## src/design/pfcs_ram.sv

```systemverilog
// pfcs_ram: generic single-port ram with registered read
// no dependencies

module pfcs_ram #(
   parameter int WIDTH = 8,
   parameter int DEPTH = 256
) (
   input  logic                     clock,
   input  logic                     we,
   input  logic [$clog2(DEPTH)-1:0] addr,
   input  logic [WIDTH-1:0]         wdata,
   output logic [WIDTH-1:0]         rdata
);

   logic [WIDTH-1:0] mem [DEPTH];

   // write and registered read on one port
   always_ff @(posedge clock) begin
      if (we) begin
         mem[addr] <= wdata;
      end
      rdata <= mem[addr];
   end

endmodule

```

## config.mk

```make
export PLATFORM = sky130hd
export DESIGN_NAME = pfcs_ram
export DESIGN_NICKNAME = d
export VERILOG_FILES = /design/src/design/pfcs_ram.sv
export SDC_FILE = /design/constraint.sdc
export NUM_CORES = 2
export LEC_CHECK = 0
export BUFFER_PORTS_ARGS = -buffer_cell sky130_fd_sc_hd__buf_2
export CORE_ASPECT_RATIO = 2
export CORE_MARGIN = 10
export CORE_UTILIZATION = 30
export CTS_CLUSTER_SIZE = 24
export DETAILED_ROUTE_END_ITERATION = 16
export PLACE_DENSITY = 0.42
export SYNTH_ARGS = -nofsm -noshare
export SYNTH_HDL_FRONTEND = slang
export SYNTH_SLANG_ARGS = --single-unit
```

## constraint.sdc

```tcl
create_clock -name clock -period 3.9 [get_ports clock]
set_input_delay 0.975 -clock clock [delete_from_list [all_inputs] [get_ports clock]]
set_output_delay 0.975 -clock clock [all_outputs]
set_load 0.03 [all_outputs]
```

==> summary.txt <==
Route
  – 1st-pass router iterations: 5
  – Post-route ant nets: 0
  – Final WL: 237000 um
  – Vias: around 38000
  – # DRC: 0
  – DR vias/cell: around 4.9
  – Starting DRT DRC Count: around 2800
  – Wire per inst: around 31 um

Placement
  – I/O Buffers: 25
  – DP Wirelength: 161000 um
  – GP Congestion: around 0.77

Yosys
  – Syn nets: 3565
  – Avg Inst Size Synth: between 20 and 25 sq um
  – Register area share after synthesis: 0.786
  – Post-Synthesis Cell Area: roughly 78000 sq um
  – Yosys reg bits: approximately 2000
  – Distinct cells, synth: 22
  – Synth Warn #: 0
  – Synth Instances: ~3500

Setup path
  – Worst EP required: 4.61 ns
  – Flop-to-flop setup slack: ~0.73 ns
  – Kind of end point of the critical path: flop
  – Crit-path max FO: 25
  – Worst Setup Path Type: in -> reg
  – CP arrival: 4.40 ns
  – Start point of the critical path: addr[0]
  – R2R depth: 6
  – Critical path startpoint category: input port
  – Crit Reg-Reg Endpoint: rdata[5]$_DFF_P_
  – Crit path to: rdata[5]$_DFF_P_
  – R2r startpoint: mem[246][5]$_DFFE_PP_

Clocking
  – H-tree levels: 4
  – # clock sinks: 2056
  – Clock latency on the worst-skew pair: roughly 0.85 ns
  – Post-CTS Setup Inserts: 0
  – Max clock buf depth: 4
  – CTS tree: built
  – Cts repair resizes: 0
  – Hold_buf cts: 0
  – Root Buffer: clkbuf_16
  – Clk slew on worst S/H paths: 0.07 ns
  – CTS Buf Count: approximately 190

Min path
  – Hold WC Path Type: in -> reg
  – Source of the worst hold timing path: wdata[4]

Floorplanning
  – Core outline area: 261000 sq um
  – Core Rows: ~270
  – Die Span Y: approximately 740 um
  – I/O Pins: 26
  – Die width: around 380 um
  – Die area: approximately 280000 sq um
  – Initial Utilization: 0.301

STA
  – Clk_skew: 0.0413 ns
  – Peak Freq: between 200 and 300 MHz
  – Final hold viol count: 0
  – Final hold slack: 0.566 ns
  – Max Slew Vio Count: 0
  – Relative max-transition margin: 0.0611
  – RSZ-0062 raised after global routing: no
  – Tcrit/Tclk final: 0.947
  – Setup violators final: 0
  – Fin Setup TNS: 0 ns
  – Slew @ Worst Pin: around 1.4 ns
  – Post-route minimum period: about 3.7 ns

Power
  – Worst vdd ir: between 0.3 and 0.4 mV
  – Pwr dens: between 400 and 500 nW/um^2
  – Leak Pwr: 28.7 nW

GRT
  – GRT Residual Overflow: 0
  – Total track usage: 0.165
  – Vias in the first global route: 41400
  – First-pass GRT wire length: ~330000 um
  – Initial antenna violation count: 12
  – Largest net degree at the start of global routing: between 100 and 150

Job
  – Max-Cap Viols: 0

Cells and area
  – Area delta synth->final: 18.2%
  – Fillers: approximately 24000
  – Post-layout net count: slightly above 4000
  – Layout cells sized above 1: 0.325

Run status
  – Status: finished clean
==> state kept, by name, summed over array words and instances, names as in the netlist <==
| signal | count |
|---|---|
| mem | 2048 |
| rdata | 8 |
==> critical path: stages <==
cell     delay (ns)
buf_8          0.27
buf_12         0.28
buf_12         0.22
mux4_2         0.59
a22oi_1        0.21
a21oi_1        0.14
o41ai_1        1.23
buf_4          0.30
nand4_1        0.09
==> per-stage QoR <==
stage	instance area, sq um	total power, mW	instances	setup WS [ns]	utilization
after global placement	87000	27.3	7359	-0.759	0.334
after floorplan	78500	25.9	3547	0.706	-
after global routing	92800	46.4	7693	0.211	0.356
after detailed placement	87000	27.4	7359	-0.801	0.334
final	92800	45.0	7696	0.205	0.356
after CTS	92800	45.7	7692	0.123	0.356
==> worst min-delay path by stage <==
stage | end | depth (start not counted)
final | mem[247][4]$_DFFE_PP_ | 1
after global routing | mem[246][4]$_DFFE_PP_ | 1
after CTS | mem[246][4]$_DFFE_PP_ | 1
after detailed placement | rdata[7]$_DFF_P_ | 5
after global placement | rdata[6]$_DFF_P_ | 5
after floorplan | rdata[0]$_DFF_P_ | 5
==> logic make-up (layout without fill, tap and decap cells) <==
| kind of cell | after synthesis | after routing | synth area share |
|---|---|---|---|
| simple gates | 330 | 330 | 0.0173 |
| mux | 512 | 512 | 0.147 |
| flops | 2056 | 2056 | 0.786 |
| other cells | 0 | 4 | 0 |
| compound gates | 416 | 416 | 0.0362 |
| buf+inv | 233 | 907 | 0.0140 |
==> power breakdown <==
group	total, mW	internal [mW]	leakage (nW)	switching, mW
clock network	18.2	10.0	2.87	8.22
logic	2.40	0.864	7.39	1.54
registers	24.4	24.3	18.5	0.0321
==> Yosys cell counts <==
library cell  instances  area, sq um
o41ai_1              32          280
and2_1                3         18.8
a22oi_1             256         1920
mux4_2              512        11500
or3_1                 1         6.26
nor2b_1               7         43.8
edfxtp_1           2048        61500
inv_1                 1         3.75
nand2b_1              6         37.5
nor2_1              232          871
dfxtp_1               8          160
nand4_1               8         50.1
buf_4                16          120
nand3_1              13         65.1
nor3_1               30          150
buf_6                16          180
or2_2                 2         12.5
clkbuf_1            145          544
buf_2                36          180
nand2_1              28          105
a21oi_1             128          641
buf_1                19         71.3
==> cell usage in the layout, fill, tap and decap left out, types with 2 or more instances in the layout <==
cell,n
nor2_1,231
nand2b_1,4
clkbuf_16,193
nand2_2,4
nand2b_2,2
clkinv_2,41
buf_2,15
nor2b_1,5
nand2_1,24
o41ai_1,26
clkinv_4,2
o41ai_2,6
nand4_1,8
a21oi_1,128
and2_1,2
mux4_2,512
buf_4,488
nand3_2,8
diode_2,4
nor3_1,30
buf_12,60
clkinvlp_4,6
buf_8,10
nand3_1,5
clkinv_1,39
dfxtp_1,8
nor2b_4,2
a22oi_1,256
clkbuf_1,36
edfxtp_1,2048
bufinv_16,15
or2_2,2
==> layer usage <==
layer | vias to the layer above | share of wire | global-route usage
li1 | 16100 | - | -
met1 | 20900 | 0.36 | 0.177
met2 | 668 | 0.59 | 0.333
met3 | 295 | 0.026 | 0.0155
met4 | 0 | 0.030 | 0.0499
met5 | - | 0 | 0
==> cell type report <==
class                      count  area [sq um]  share of cell area
inverter                       1          3.75           0.0000404
clock buffer                 229          4960              0.0535
multi-input combinational   1258         15900               0.171
antenna                        4          10.0            0.000108
tap                         3471          4340              0.0468
clock inverter               104           873             0.00941
timing repair buffer         573          5090              0.0548
sequential                  2056         61700               0.664
Note: power is estimated with default switching activity, not from simulation.
