[src/design/pfcs_pkg.sv]
// pfcs_pkg: shared types, sizes and command codes of the flash command sequencer
// no dependencies; imported by pfcs_cmd, the top level and the testbench

package pfcs_pkg;

   // array size and derived widths
   localparam int FLASH_BYTES = 65536;
   localparam int ADDR_W      = $clog2(FLASH_BYTES);
   localparam int BUS_ADDR_W  = 16;

   localparam logic [BUS_ADDR_W:0] FLASH_LIMIT = (BUS_ADDR_W+1)'(FLASH_BYTES);
   localparam logic [ADDR_W-1:0]   SWEEP_LAST  = ADDR_W'(FLASH_BYTES - 1);

   typedef logic [ADDR_W-1:0] flash_addr_type;

   // access kinds
   localparam logic KIND_READ  = 1'b0;
   localparam logic KIND_WRITE = 1'b1;

   // unlock addresses, compared on the low 14 address bits
   localparam logic [13:0] UNLOCK_ADDR1 = 14'h0AAA;
   localparam logic [13:0] UNLOCK_ADDR2 = 14'h0555;

   // bus data codes
   localparam logic [7:0] DATA_UNLOCK1    = 8'hAA;
   localparam logic [7:0] DATA_UNLOCK2    = 8'h55;
   localparam logic [7:0] DATA_ERASE      = 8'h80;
   localparam logic [7:0] DATA_AUTOSEL    = 8'h90;
   localparam logic [7:0] DATA_PROGRAM    = 8'hA0;
   localparam logic [7:0] DATA_CHIP_ERASE = 8'h10;
   localparam logic [7:0] DATA_SECT_ERASE = 8'h30;
   localparam logic [7:0] DATA_SUSPEND    = 8'hB0;
   localparam logic [7:0] DATA_RESET      = 8'hF0;

   // command state: high nibble = command, low nibble = cycle step
   localparam logic [7:0] CMD_IDLE    = 8'h00;
   localparam logic [7:0] CMD_UNLOCK1 = 8'h01;
   localparam logic [7:0] CMD_UNLOCK2 = 8'h02;
   localparam logic [7:0] CMD_AUTOSEL = 8'h90;
   localparam logic [3:0] CMD_HI_PROGRAM = 4'hA;
   localparam logic [3:0] CMD_HI_AUTOSEL = 4'h9;

   localparam logic [3:0] STEP_IDLE     = 4'd0;
   localparam logic [3:0] STEP_UNLOCK1  = 4'd1;
   localparam logic [3:0] STEP_UNLOCK2  = 4'd2;
   localparam logic [3:0] STEP_SELECT   = 4'd3;
   localparam logic [3:0] STEP_UNLOCK3  = 4'd4;
   localparam logic [3:0] STEP_CONFIRM  = 4'd5;

   // autoselect keys and ids
   localparam logic [11:0] KEY_MFR    = 12'h900;
   localparam logic [11:0] KEY_DEVICE = 12'h902;
   localparam logic [11:0] KEY_PROT   = 12'h904;
   localparam logic [7:0]  ID_MFR     = 8'h01;
   localparam logic [7:0]  ID_DEVICE  = 8'h23;
   localparam logic [7:0]  ID_PROT    = 8'h00;

   localparam logic [7:0] ERASED_BYTE = 8'hFF;

   // one bus access
   typedef struct packed {
      logic                  kind;
      logic [BUS_ADDR_W-1:0] address;
      logic [7:0]            write_data;
   } req_item_type;

   // decision of the command decoder for one access
   typedef struct packed {
      logic [7:0] next_cmd;
      logic [7:0] read_data;
      logic       prog_we;
      logic [7:0] prog_data;
      logic       erase;
   } cmd_action_type;

   // sequencer states
   typedef enum logic [2:0] {
      ST_CLEAR,
      ST_IDLE,
      ST_EXEC,
      ST_ERASE,
      ST_DONE
   } seq_state_type;

endpackage

[src/design/pfcs_cmd.sv]
// pfcs_cmd: command-sequence decoder for one bus access
// depends on pfcs_pkg

module pfcs_cmd import pfcs_pkg::*; (
   input  logic [7:0]     cmd_state,
   input  req_item_type   item,
   input  logic [7:0]     array_byte,
   input  logic           write_protect,
   input  logic           array_erased,
   output cmd_action_type action
);

   logic [13:0] a14;
   logic        in_range;
   logic [7:0]  st;
   logic [11:0] key;
   logic        id_hit;
   logic [7:0]  id_byte;
   logic [7:0]  wd;

   assign a14      = item.address[13:0];
   assign in_range = {1'b0, item.address} < FLASH_LIMIT;
   assign wd       = item.write_data;
   assign key      = {cmd_state[7:4], item.address[7:0]};

   always_comb begin
      action           = '0;
      action.next_cmd  = cmd_state;
      action.prog_data = wd & array_byte;
      id_hit           = 1'b0;
      id_byte          = ID_PROT;
      // autoselect state folds back to its base before stepping
      st = (cmd_state[7:4] == CMD_HI_AUTOSEL) ? CMD_AUTOSEL : cmd_state;

      if (item.kind == KIND_READ) begin
         // read ends any pending command, autoselect returns ids
         if (cmd_state != CMD_IDLE) begin
            action.next_cmd = CMD_IDLE;
            priority if (key == KEY_MFR) begin
               id_hit  = 1'b1;
               id_byte = ID_MFR;
            end else if (key == KEY_DEVICE) begin
               id_hit  = 1'b1;
               id_byte = ID_DEVICE;
            end else if (key == KEY_PROT) begin
               id_hit  = 1'b1;
               id_byte = ID_PROT;
            end else begin
               id_hit  = 1'b0;
            end
         end
         if (id_hit) begin
            action.read_data = id_byte;
         end else if (in_range) begin
            action.read_data = array_byte;
         end else begin
            action.read_data = ERASED_BYTE;
         end
      end else begin
         // write steps the unlock sequence
         action.next_cmd = CMD_IDLE;
         unique case (st[3:0])
            STEP_IDLE: begin
               if (wd != DATA_SUSPEND && wd != DATA_SECT_ERASE && wd != DATA_RESET &&
                   a14 == UNLOCK_ADDR1 && wd == DATA_UNLOCK1) begin
                  action.next_cmd = CMD_UNLOCK1;
               end
            end
            STEP_UNLOCK1: begin
               if (a14 == UNLOCK_ADDR2 && wd == DATA_UNLOCK2) begin
                  action.next_cmd = CMD_UNLOCK2;
               end
            end
            STEP_UNLOCK2: begin
               if (a14 == UNLOCK_ADDR1 &&
                   (wd == DATA_ERASE || wd == DATA_AUTOSEL || wd == DATA_PROGRAM)) begin
                  action.next_cmd = wd | {4'h0, STEP_SELECT};
               end
            end
            STEP_SELECT: begin
               if (st[7:4] == CMD_HI_PROGRAM) begin
                  // program only clears bits
                  if (!write_protect && in_range && action.prog_data != array_byte) begin
                     action.prog_we = 1'b1;
                  end
               end else if (a14 == UNLOCK_ADDR1 && wd == DATA_UNLOCK1) begin
                  action.next_cmd = st + 8'd1;
               end
            end
            STEP_UNLOCK3: begin
               if (a14 == UNLOCK_ADDR2 && wd == DATA_UNLOCK2) begin
                  action.next_cmd = st + 8'd1;
               end
            end
            STEP_CONFIRM: begin
               if (((a14 == UNLOCK_ADDR1 && wd == DATA_CHIP_ERASE) ||
                    wd == DATA_SECT_ERASE) && !(write_protect || array_erased)) begin
                  action.erase = 1'b1;
               end
            end
            default: begin
               action.next_cmd = CMD_IDLE;
            end
         endcase
      end
   end

endmodule

[config.mk]
export PLATFORM = sky130hd
export DESIGN_NAME = pfcs_cmd
export DESIGN_NICKNAME = d
export VERILOG_FILES = /design/src/design/pfcs_pkg.sv /design/src/design/pfcs_cmd.sv
export SDC_FILE = /design/constraint.sdc
export NUM_CORES = 1
export LEC_CHECK = 0
export BUFFER_PORTS_ARGS = -buffer_cell sky130_fd_sc_hd__buf_2
export CAP_MARGIN = 20
export CORE_MARGIN = 2
export CORE_UTILIZATION = 44
export DETAILED_ROUTE_END_ITERATION = 10
export GPL_ROUTABILITY_DRIVEN = 0
export PLACE_DENSITY_LB_ADDON = 0.25
export SYNTH_ARGS = -nofsm -noshare
export SYNTH_HDL_FRONTEND = slang
export SYNTH_SLANG_ARGS = --single-unit
[constraint.sdc]
create_clock -name vclk -period 7.5
set_input_delay 1.5 -clock vclk [all_inputs]
set_output_delay 1.5 -clock vclk [all_outputs]
set_load 0.1 [all_outputs]
==> results of run 1 <==
cell families (layout without fill, tap and decap cells):
kind of cell / after synthesis / after routing / synth area share (%)
adders and majority gates: 4 / 4 / 6.29
AOI/OAI and AO/OA: 23 / 23 / 23.6
and+or+nand+nor: 69 / 69 / 57.4
muxes: 1 / 1 / 1.26
xor gates and xnor gates: 4 / 4 / 4.40
buffers and inverters: 15 / 80 / 7.07
cell type report:
class	count	area, um2
fillers	162	552
repair buffers	67	335
multi-input cells	101	741
well taps	25	31.3
inverters	13	48.8
power breakdown:
part / internal, mW / leakage (nW) / switching (mW) / total [mW]
clock network: 0 / 0 / 0 / 0
registers: 0 / 0 / 0 / 0
logic: 0.0211 / 0.567 / 0.0571 / 0.0782
how the worst max path moves through the flow:
stage | endpoint | cells past startpoint
final | action[23] | 10
after global routing | action[22] | 10
after CTS | action[22] | 10
after detailed placement | action[22] | 10
after global placement | action[23] | 9
after floorplan | action[0] | 7
cells in the final DEF (no fill, tap or decap), types with 2 or more instances in the layout:
master and instances:
a21boi_0 2, a21oi_1 3, a41oi_1 2, and2_1 9
and4b_1 2, buf_2 67, ha_1 4, inv_1 13
nand2_1 7, nand2b_1 3, nand3_1 4, nand3b_1 3
nand4_1 3, nor2_1 6, nor3_1 9, nor4_1 3
nor4_2 2, nor4bb_1 2, o21ai_0 2, o22ai_1 5
o32ai_2 2, or3_1 2, xor2_1 4
metal layers:
| layer | wire length (um) | vias up | track usage, % |
|---|---|---|---|
| met5 | 0 | - | 0 |
| met3 | 247 | 4 | 0.392 |
| met2 | 1390 | 76 | 47.2 |
| met4 | 28 | 0 | 3.43 |
| li1 | - | 581 | - |
| met1 | 1120 | 537 | 32.4 |
through the flow:
| step | hold slack, ns | total power, mW |
|---|---|---|
| floorplan | 3.33 | 0.0532 |
| global placement | 3.49 | 0.0756 |
| detailed placement | 3.50 | 0.0774 |
| CTS | 3.50 | 0.0776 |
| global route | 3.50 | 0.0825 |
| finish | 3.49 | 0.0782 |
==> results.yml, run 1 <==
logic_synthesis:
  yosys.area.top_type: "and2_1"
  yosysWarningCount: 0
  synth_nets: 163
  yosysMostFrequentCell: "inv_1"
  yosys-top-cells-area: "and2_1 (7.1%), ha_1 (6.3%), inv_1 (6.1%)"
  yosysTopAreaCellShare_pct: 7.08
  ys_seq_area_share_pct: 0
  ys_top_cells_by_count: "inv_1 (13), and2_1 (9), nor3_1 (9)"
  synth_cells: 116
  synth.distinct_cells: 46
  netlist_area_um2: 796
  postSynthAreaPerCell_um2: 6.86
cells_and_area:
  nets: 230
  syn_to_final_growth_pct: 45.3
  flops_and_latches: 0
  utilization_pct: 67.7
  finish.instance_area_um2: 1160
  clkbuf_count: 0
  final_cells: 206
  drive_above_1_share_pct: 43.1
  regArea_um2: 0
  antenna_cells: 0
route:
  wl_per_cell_um: 13.5
  viasPerCell: 5.82
  drc: 0
  ant_nets: 0
  wl_um: 2780
  vias: 1198
  detail_route.first_pass.iterations: 4
  drt_iter0_markers: 43
global_route:
  track_usage_pct: 25.2
  grt_pass1_vias: 988
  grt_pass1_wl_um: 4120
  grt_max_degree: 12
  antenna_found_initial: 0
  gr-total-overflow: 0
placed_design:
  portBuffers: 67
  dpl-instance-area_um2: 1160
  numPlacedInstances: 206
  preCtsSetupSlack_ns: 1.83
  hpwl_um: 2360
timing:
  tightestPinTransition_ns: 0.911
  finalMaxSlewViolations: 0
  fin_ws_ns: 1.78
  rsz0062_at_grt: "false"
  slew-limit-headroom_pct: 39.0
  finalHoldViolations: 0
  fmax_ghz: 0.175
  finalSetupTns_ns: 0
  min_period_ns: 5.72
  timing.final.crit_share_pct: 76.3
  setup_viol: 0
critical_path:
  cp_common_cell: "buf_2"
  critical_path_class: "input pin to output pin"
  slowest_stage: "or4_1"
  critPathBufInv: 3
  critPathRequiredTime_ns: 6.00
  max_stage_delay_ns: 0.51
  cp-startpoint: "cmd_state[6]"
  worst_ep_arrival_time_ns: 4.22
  end_kind: "output pin"
  start_kind: "input pin"
  cp_max_fo: 11
  path_cells: "buf_2 > nand4bb_1 > nand2_1 > inv_1 > ha_1 > or4_1 > o211ai_1 > nand2b_1 > o32ai_2 > buf_2"
  critPathTopFamily: "simple AND/OR/NAND/NOR gates"
die:
  start_util_pct: 46.6
  die_w_um: 46.5
  die_area_um2: 2160
  core.rowCount: 15
  die_h_um: 46.5
  ios: 69
  core_um2: 1710
min_path:
  holdPathEnd: "action[13]"
  hold_class: "input pin to output pin"
  hold_start: "array_byte[3]"
  min_path_cells: 4
clocking:
  post_cts_buffers: 0
  ctsResizeCount: 0
  cts_hold_buffers: 0
power:
  p_leak_nw: 0.567
  power.density_nw_per_um2: 67.6
  ir_worst_vdd_uv: 50.6
run:
  cap_violations: 0
status:
  status: "complete, no violations"
Power figures use the tool's default switching activity.
==> run 2, diff against run 1 <==
CORE_UTILIZATION = 37   (was 44)
clock period = 4.7 ns   (was 7.5 ns; I/O delays follow)
==> results.yml, run 2 (synthesis gave the netlist of run 1 again) <==
power:
  power.density_nw_per_um2: 106
  ir_worst_vdd_uv: 112
  p_leak_nw: 0.576
global_route:
  gr-total-overflow: 0
  grt_pass1_wl_um: 4380
  grt_pass1_vias: 1046
  track_usage_pct: 20.6
  antenna_found_initial: 0
  grt_max_degree: 11
die:
  die_h_um: 50.4
  core_um2: 2000
  die_area_um2: 2540
  die_w_um: 50.4
  core.rowCount: 16
  ios: 69
  start_util_pct: 39.7
timing:
  tightestPinTransition_ns: 0.644
  timing.final.crit_share_pct: 89.7
  slew-limit-headroom_pct: 56.9
  finalSetupTns_ns: 0
  rsz0062_at_grt: "false"
  fmax_ghz: 0.237
  min_period_ns: 4.22
  setup_viol: 0
  finalMaxSlewViolations: 0
  fin_ws_ns: 0.483
  finalHoldViolations: 0
  hold-worst-slack_ns: 2.37
critical_path:
  cp_max_fo: 9
  critPathRequiredTime_ns: 3.76
  critPathBufInv: 2
  start_kind: "input pin"
  critical_path_class: "input pin to output pin"
  slowest_stage: "or4_1"
  end_kind: "output pin"
  worst_ep_arrival_time_ns: 3.28
  path_cells: "buf_2 > nand4bb_1 > and2_1 > ha_1 > or4_1 > o211ai_1 > nand2b_1 > o32ai_2 > buf_2"
  max_stage_delay_ns: 0.52
  critPathTopFamily: "simple AND/OR/NAND/NOR gates"
  cp_common_cell: "buf_2"
cells_and_area:
  drive_above_1_share_pct: 44.3
  nets: 232
  layout_common_cells: "buf_2 (67), inv_1 (13), and2_1 (9), nor3_1 (9), nand2_1 (7)"
  syn_to_final_growth_pct: 48.1
  regArea_um2: 0
  clkbuf_count: 0
  flops_and_latches: 0
  antenna_cells: 0
  finish.instance_area_um2: 1180
  final_cells: 210
  fillerInstances: 220
  layout_commonest_cell: "buf_2"
placed_design:
  portBuffers: 67
  hpwl_um: 2360
  dpl-instance-area_um2: 1180
  preCtsSetupSlack_ns: 0.488
  numPlacedInstances: 210
min_path:
  holdPathEnd: "action[17]"
  hold_class: "input pin to output pin"
  hold_start: "array_byte[7]"
  min_path_cells: 4
route:
  drt_iter0_markers: 15
  ant_nets: 0
  wl_met1_um: 1150
  wl_per_cell_um: 12.6
  detail_route.first_pass.iterations: 4
  met2_length_um: 1320
  wl_met3_um: 181
  vias: 1153
  topRoutingLayerUsed: "met3"
  drc: 0
  viasPerCell: 5.49
  wl_um: 2650
clocking:
  cts_hold_buffers: 0
  ctsResizeCount: 0
  post_cts_buffers: 0
run:
  cap_violations: 0
status:
  status: "complete, no violations"
## run 2: cell types whose count changed in the layout (fill, tap and decap cells not counted), sizes merged
| cell | before | now |
|---|---|---|
| buf | 67 | 69 |
## run 2: how the worst max path moves through the flow
stage,start,endpoint,depth (start not counted)
finish,cmd_state[6],action[23],9
detailed placement,cmd_state[6],action[22],10
CTS,cmd_state[6],action[22],9
global route,cmd_state[6],action[22],10
floorplan,cmd_state[6],action[20],8
global placement,cmd_state[6],action[22],9
## run 2: stage by stage
stage | util [%] | total power [mW]
floorplan | - | 0.0853
global placement | 58.9 | 0.123
detailed placement | 58.9 | 0.125
CTS | 58.9 | 0.125
global route | 58.9 | 0.133
finish | 58.9 | 0.125
## run 2: power by group
part / switching (mW) / internal, mW
Combinational: 0.0905 / 0.0346
Sequential: 0 / 0
Clock: 0 / 0
Total: 0.0905 / 0.0346
## run 2: per-layer routing
metal	vias up	GRT usage, %
met1	525	27.2
met4	0	0
met2	47	39.0
met3	0	0.893
li1	581	-
met5	-	0
## run 2: layout make-up
type	instances	area (um2)	share of cell area, %
Inverter	13	48.8	4.14
Multi-Input combinational cell	101	746	63.3
Tap cell	27	33.8	2.87
Timing Repair Buffer	69	350	29.7
==> run 3, diff against run 2 <==
CORE_MARGIN = default   (was 2)
SLEW_MARGIN = 20   (was default)
==> results.yml, run 3 (synthesis gave the netlist of run 1 again) <==
status:
  status: "complete, no violations"
timing:
  finalHoldViolations: 0
  tightestPinTransition_ns: 0.667
  fmax_ghz: 0.226
  min_period_ns: 4.43
  timing.final.crit_share_pct: 94.3
  setup_viol: 0
  fin_ws_ns: 0.270
  finalMaxSlewViolations: 0
  rsz0062_at_grt: "false"
  slew-limit-headroom_pct: 55.3
cells_and_area:
  flops_and_latches: 0
  drive_above_1_share_pct: 44.0
  fillerInstances: 201
  layout_commonest_cell: "buf_2"
  multi_input_area_um2: 746
  layout_common_cells: "buf_2 (67), inv_1 (13), and2_1 (9), nor3_1 (9), nand2_1 (7)"
  final_cells: 209
  syn_to_final_growth_pct: 47.2
  regArea_um2: 0
  finish.instance_area_um2: 1170
  clkbuf_count: 0
  antenna_cells: 0
  nets: 231
route:
  drt_iter0_markers: 19
  detail_route.first_pass.iterations: 4
  drc: 0
  wl_per_cell_um: 12.6
  vias: 1159
  viasPerCell: 5.55
  ant_nets: 0
  wl_um: 2630
global_route:
  grt_pass1_vias: 1056
  track_usage_pct: 23.0
  antenna_found_initial: 0
  gr-total-overflow: 0
  grt_pass1_wl_um: 4550
  grt_max_degree: 11
critical_path:
  cp_max_fo: 9
  max_stage_delay_ns: 0.50
  critical_path_class: "input pin to output pin"
  critPathRequiredTime_ns: 3.76
  start_kind: "input pin"
  path_cells: "buf_2 > nand4bb_1 > nand2_1 > inv_1 > ha_1 > or4_1 > o211ai_1 > nand2b_1 > o32ai_2 > buf_2"
  critPathBufInv: 3
  end_kind: "output pin"
  critPathTopFamily: "simple AND/OR/NAND/NOR gates"
  cp_common_cell: "buf_2"
  cp_num_cells: 10
  worst_ep_arrival_time_ns: 3.49
  slowest_stage: "or4_1"
  cp-startpoint: "cmd_state[6]"
placed_design:
  numPlacedInstances: 209
  hpwl_um: 2240
  preCtsSetupSlack_ns: 0.275
  portBuffers: 67
  dpl-instance-area_um2: 1170
power:
  ir_worst_vdd_uv: 118
  power.density_nw_per_um2: 107
  p_leak_nw: 0.572
clocking:
  post_cts_buffers: 0
  cts_hold_buffers: 0
  ctsResizeCount: 0
min_path:
  min_path_cells: 4
  hold_start: "array_byte[7]"
  hold_class: "input pin to output pin"
die:
  core.rowCount: 16
  ios: 69
  start_util_pct: 40.2
  die_h_um: 48.4
  die_w_um: 48.4
  die_area_um2: 2340
  core_um2: 1980
run:
  cap_violations: 0
[run 3: tightest hold or removal path, cell delays in order]
cell and delay [ns]:
buf_2 0.10, inv_1 0.06, nor3_1 0.05, buf_2 0.28
[run 3: final timing paths]
kind	endpoint	slack [ns]
setup / recovery	action[22]	0.27
hold / removal	action[17]	2.37
[run 3: metal layers]
layer	routed length (um)	global-route usage, %	part of all wire, %
met2	1270	43.2	48
met1	1190	30.3	45
met5	0	0	0
met4	0	0.490	0
met3	169	1.26	6.4
[run 3: power breakdown]
group / internal [mW] / switching (mW)
clock: 0 / 0
sequential: 0 / 0
combinational: 0.0344 / 0.0907
[run 3: per-stage QoR]
stage / utilization [%] / hold WS [ns] / power, mW / setup TNS, ns
floorplan: - / 2.05 / 0.0853 / -2.01
global placement: 59.1 / 2.37 / 0.122 / 0
detailed placement: 59.1 / 2.37 / 0.124 / 0
CTS: 59.1 / 2.37 / 0.124 / 0
global route: 59.1 / 2.39 / 0.133 / 0
finish: 59.1 / 2.37 / 0.125 / 0
[run 3: final cells by class]
class / count / area share [%]
inverter: 13 / 4.17
multi-input combinational: 101 / 63.7
timing repair buffer: 68 / 29.3
tap: 27 / 2.88
